===== src/rtl/sdw_delay.sv =====
`timescale 1ns / 1ps
`default_nettype none

module sdw_delay #(
    parameter int WIDTH = 64,
    parameter int DEPTH = 3
) (
    input  wire logic             clk,
    input  wire logic [WIDTH-1:0] din,
    output logic      [WIDTH-1:0] dout
);

    logic [WIDTH-1:0] tap_reg [DEPTH];

    always_ff @(posedge clk)
    begin
        tap_reg[0] <= din;
        for (int i = 1; i < DEPTH; i++)
        begin
            tap_reg[i] <= tap_reg[i-1];
        end
    end

    assign dout = tap_reg[DEPTH-1];

endmodule

`default_nettype wire


===== config.mk =====
export PLATFORM = sky130hd
export DESIGN_NAME = sdw_delay
export DESIGN_NICKNAME = d
export VERILOG_FILES = /design/src/rtl/sdw_delay.sv
export SDC_FILE = /design/constraint.sdc
export NUM_CORES = 1
export LEC_CHECK = 0
export BUFFER_PORTS_ARGS = -buffer_cell sky130_fd_sc_hd__buf_4
export CAP_MARGIN = 25
export CORE_AREA = 2 2 91 93
export CTS_BUF_LIST = sky130_fd_sc_hd__clkbuf_2 sky130_fd_sc_hd__clkbuf_4 sky130_fd_sc_hd__clkbuf_8
export DETAILED_ROUTE_END_ITERATION = 10
export DIE_AREA = 0 0 93 95
export HOLD_SLACK_MARGIN = 0.06
export PLACE_DENSITY = 0.85
export SLEW_MARGIN = 10
export SYNTH_ARGS = -nofsm -noshare
export SYNTH_HDL_FRONTEND = slang
export SYNTH_SLANG_ARGS = --single-unit

===== constraint.sdc =====
create_clock -name clk -period 0.8 [get_ports clk]
set_input_delay 0 -clock clk [delete_from_list [all_inputs] [get_ports clk]]
set_output_delay 0 -clock clk [all_outputs]
set_load 0.01 [all_outputs]

==> results_tabular.tex <==
\begin{tabular}{lr}
\hline
Metric & Value \\
\hline
\multicolumn{2}{l}{\textbf{Outcome}} \\
\quad Result of the run & finished, violations left \\
\quad Violations in the final reports & setup timing \\
\multicolumn{2}{l}{\textbf{Worst setup path}} \\
\quad Max stage delay on crit path & 0.34 ns \\
\quad Kind of start point of the critical path & register \\
\quad Buffers plus inverters on the worst setup path & 1 \\
\quad Required time of the critical path & 0.80 ns \\
\quad Crit Reg-Reg Startpoint & tap\_reg[0][73]\$\_DFF\_P\_ \\
\quad CP max-delay cell & dfxtp\_2 \\
\quad Worst-case reg-to-reg path depth & 0 \\
\quad Maximum fanout along the worst path & 1 \\
\quad Type of destination of the critical path & primary output \\
\quad Launching element of the worst setup path & tap\_reg[0][149]\$\_DFF\_P\_ \\
\quad Setup slack of the most critical reg-to-reg path & 0.36 ns \\
\quad Data arrival time of the worst path & 0.88 ns \\
\quad Logic depth of the worst setup path including buffers & 1 \\
\quad Worst setup path endpoint & dout[21] \\
\quad Crit path max-delay family & flip-flops \\
\quad Reg-to-reg endpoint & tap\_reg[0][137]\$\_DFF\_P\_ \\
\quad Crit-path cells & buf\_6 \\
\quad Critical path type & reg -> out \\
\multicolumn{2}{l}{\textbf{Route}} \\
\quad Number of remaining DRC errors & 0 \\
\quad Total via count in the routed design & 2024 \\
\quad DR iter-0 viols & 39 \\
\quad Vias per inst & 3.89 \\
\quad Number of nets still failing antenna checks after routing & 0 \\
\quad Detail-routed net length per standard cell & 13.7 um \\
\quad Sum of routed wire length over all layers & 7120 um \\
\quad DRT Pass-1 Iters & 4 \\
\multicolumn{2}{l}{\textbf{Synth}} \\
\quad Post-synthesis compound-gate area fraction & 0 \\
\quad Unique cell type count in the Yosys netlist & 2 \\
\quad Post-synthesis share of cell area spent on full adders, half adders and majority gates & 0 \\
\quad Mapped Nets & 321 \\
\quad Fraction of synthesized area in multiplexers & 0 \\
\quad Post-Syn Area & 4320 um\^{}2 \\
\quad Xor and xnor area share after synthesis & 0 \\
\quad Post-synthesis register bit count & 192 \\
\quad Post-Syn Instances & 256 \\
\quad Simple-Gate Fraction of Synth Area & 0 \\
\quad YS warnings & 0 \\
\quad Post-synthesis average cell area & 16.9 um\^{}2 \\
\quad Sequential fraction of the synthesis area & 0.889 \\
\quad Largest family of logic cells by synthesized area & buffers and inverters \\
\multicolumn{2}{l}{\textbf{STA}} \\
\quad Max\_slew headroom & 0.887 \\
\quad Worst-Margin Slew & 0.169 ns \\
\quad Number of slew-limit violations in the final report & 0 \\
\quad Period utilisation layout & 1.10 \\
\quad Finish-stage setup viols & 64 \\
\quad Setup repair after global routing missed its margin & true \\
\quad Final period demand of the worst path & 0.879 ns \\
\quad Count of final hold-check violations & 0 \\
\quad Highest achievable clock rate & 1140 MHz \\
\quad Final setup slack of the worst path & -0.0792 ns \\
\quad Setup clock skew after layout & 0.0132 ns \\
\multicolumn{2}{l}{\textbf{Floorplanning}} \\
\quad I/O pin count & 129 \\
\quad Starting utilization of the core area & 0.545 \\
\quad DIE HEIGHT & 95 um \\
\quad Cell Rows & 33 \\
\quad Die Outline Area & 8840 um\^{}2 \\
\quad Die boundary width & 93 um \\
\quad Floorplan core area & 7930 um\^{}2 \\
\multicolumn{2}{l}{\textbf{Finish}} \\
\quad Total of fill cells in the finished design & 428 \\
\quad Signed area change from the synthesized netlist to the final layout & 45.1\% \\
\quad Flip-flop count of the largest register, all copies and words added & 192 \\
\quad Area of combinational cells with multiple inputs & 0 um\^{}2 \\
\quad Multi-In Gates & 0 \\
\quad Diode count & 0 \\
\quad Net count, final & 468 \\
\quad Share of post-route cells with drive strength above 1 & 0.525 \\
\quad Post-Layout Cell Count & 520 \\
\multicolumn{2}{l}{\textbf{Job}} \\
\quad Number of maximum-capacitance constraint violations & 0 \\
\multicolumn{2}{l}{\textbf{Clock tree}} \\
\quad Total clock buffers created by CTS & 17 \\
\quad Skew-Pair Late Insertion Delay & 0.42 ns \\
\quad Clk Tree Root Cell & clkbuf\_8 \\
\quad Post CTS Setup Buffer Count & 0 \\
\quad Maximum buffer depth of the clock tree & 2 \\
\quad TritonCTS Sinks & 192 \\
\quad Clock Pin Slew Worst Setup and Hold Paths & 0.10 ns \\
\quad Clock tree from TritonCTS & yes \\
\quad Max H-tree Level & 4 \\
\multicolumn{2}{l}{\textbf{Power}} \\
\quad Leakage & 0.00278 uW \\
\quad Combinational Power Share & 0.056 \\
\quad Sequential Power Share & 0.604 \\
\quad Clock group share of total power & 0.340 \\
\quad Sw frac & 0.221 \\
\quad Peak VDD IR & 1760 uV \\
\quad Total power after layout & 17000 uW \\
\quad Power per Cell Area & 2710 nW/um\^{}2 \\
\quad Switching power & 3760 uW \\
\quad Internal Dissipation & 13200 uW \\
\multicolumn{2}{l}{\textbf{Hold path}} \\
\quad Worst hold path type & in -> reg \\
\multicolumn{2}{l}{\textbf{Placed design}} \\
\quad Routability congestion estimate from global placement & 0.659 \\
\quad Post-DP HPWL & 3810 um \\
\quad Port Buffer Count & 128 \\
\quad Number of placed instances with taps included & 425 \\
\multicolumn{2}{l}{\textbf{GRT}} \\
\quad Number of global-route vias before repair & 2210 \\
\quad Antenna violations before repair & 0 \\
\quad GRT Total Usage & 0.166 \\
\quad Pin count of the biggest net entering global routing & 19 \\
\quad Overflow after GRT & 0 \\
\quad First-pass GRT wire length & 10500 um \\
\hline
\end{tabular}
## kinds of logic (layout without fill, tap and decap cells)
group,Yosys count,after routing
DFF,192,192
buffers and inverters,64,223
## cell usage in the layout (no fill, tap or decap)
| cell type | netlist | final |
|---|---|---|
| inv_6 | 0 | 2 |
| buf_4 | 64 | 64 |
| dfxtp_2 | 0 | 59 |
| dfxtp_1 | 192 | 133 |
| clkinv_4 | 0 | 6 |
| clkinv_8 | 0 | 1 |
| inv_8 | 0 | 3 |
| clkbuf_8 | 0 | 19 |
| dlygate4sd3_1 | 0 | 64 |
| buf_6 | 0 | 64 |
## layout make-up
| cell class | count | area (um^2) | share of cell area |
|---|---|---|---|
| well taps | 105 | 131 | 0.0209 |
| repair buffers | 192 | 1840 | 0.294 |
| clock inverters | 12 | 120 | 0.0192 |
| clock buffers | 19 | 262 | 0.0417 |
| flip-flops and latches | 192 | 3920 | 0.625 |
## power groups by stage
stage / registers [uW] / clock network, uW / logic (uW)
floorplan: 10400 / 0 / 326
detailed placement: 10400 / 0 / 585
global placement: 10400 / 0 / 572
CTS: 10300 / 5910 / 938
finish: 10300 / 5780 / 951
global route: 10300 / 6350 / 1010
## cells in the mapped netlist, drive strengths merged
cell | number | share of area
dfxtp | 192 | 0.89
buf | 64 | 0.11
## per-stage QoR
| step | worst slack, ns | hold WS [ns] | util | setup TNS (ns) | instance area (um^2) |
|---|---|---|---|---|---|
| 6_report | -0.0792 | 0.206 | 0.791 | -3.74 | 6270 |
| 5_1_grt | -0.132 | 0.178 | 0.791 | -7.15 | 6270 |
| 2_1_floorplan | 0.399 | 0.0277 | - | 0 | 4320 |
| 3_3_place_gp | 0.372 | 0.105 | 0.623 | 0 | 4940 |
| 4_1_cts | -0.104 | 0.182 | 0.789 | -5.60 | 6260 |
| 3_5_place_dp | 0.354 | 0.106 | 0.623 | 0 | 4940 |
## worst min-delay path by stage
stage | startpoint | to | slack [ns] | depth (start not counted)
2_1_floorplan | din[0] | tap_reg[0][0]$_DFF_P_ | 0.03 | 0
3_3_place_gp | din[9] | tap_reg[0][9]$_DFF_P_ | 0.10 | 1
3_5_place_dp | din[51] | tap_reg[0][51]$_DFF_P_ | 0.11 | 1
4_1_cts | din[50] | tap_reg[0][50]$_DFF_P_ | 0.18 | 2
5_1_grt | din[2] | tap_reg[0][2]$_DFF_P_ | 0.18 | 2
6_report | din[2] | tap_reg[0][2]$_DFF_P_ | 0.21 | 2
## layer usage
metal | track usage | wire length (um) | vias to the layer above
li1 | - | - | 1013
met1 | 0.159 | 2560 | 928
met2 | 0.318 | 4060 | 79
met3 | 0.0734 | 478 | 4
met4 | 0.0515 | 29 | 0
met5 | 0 | 0 | -
## timing repair
item,4_1_cts,5_1_grt
gates resized for setup,112,11
hold buffers,64,0
pin swaps,0,0
hold endpoints to repair,64,0
endpoints found under the setup margin,64,64
No activity file was read; power rests on OpenSTA's default activity.
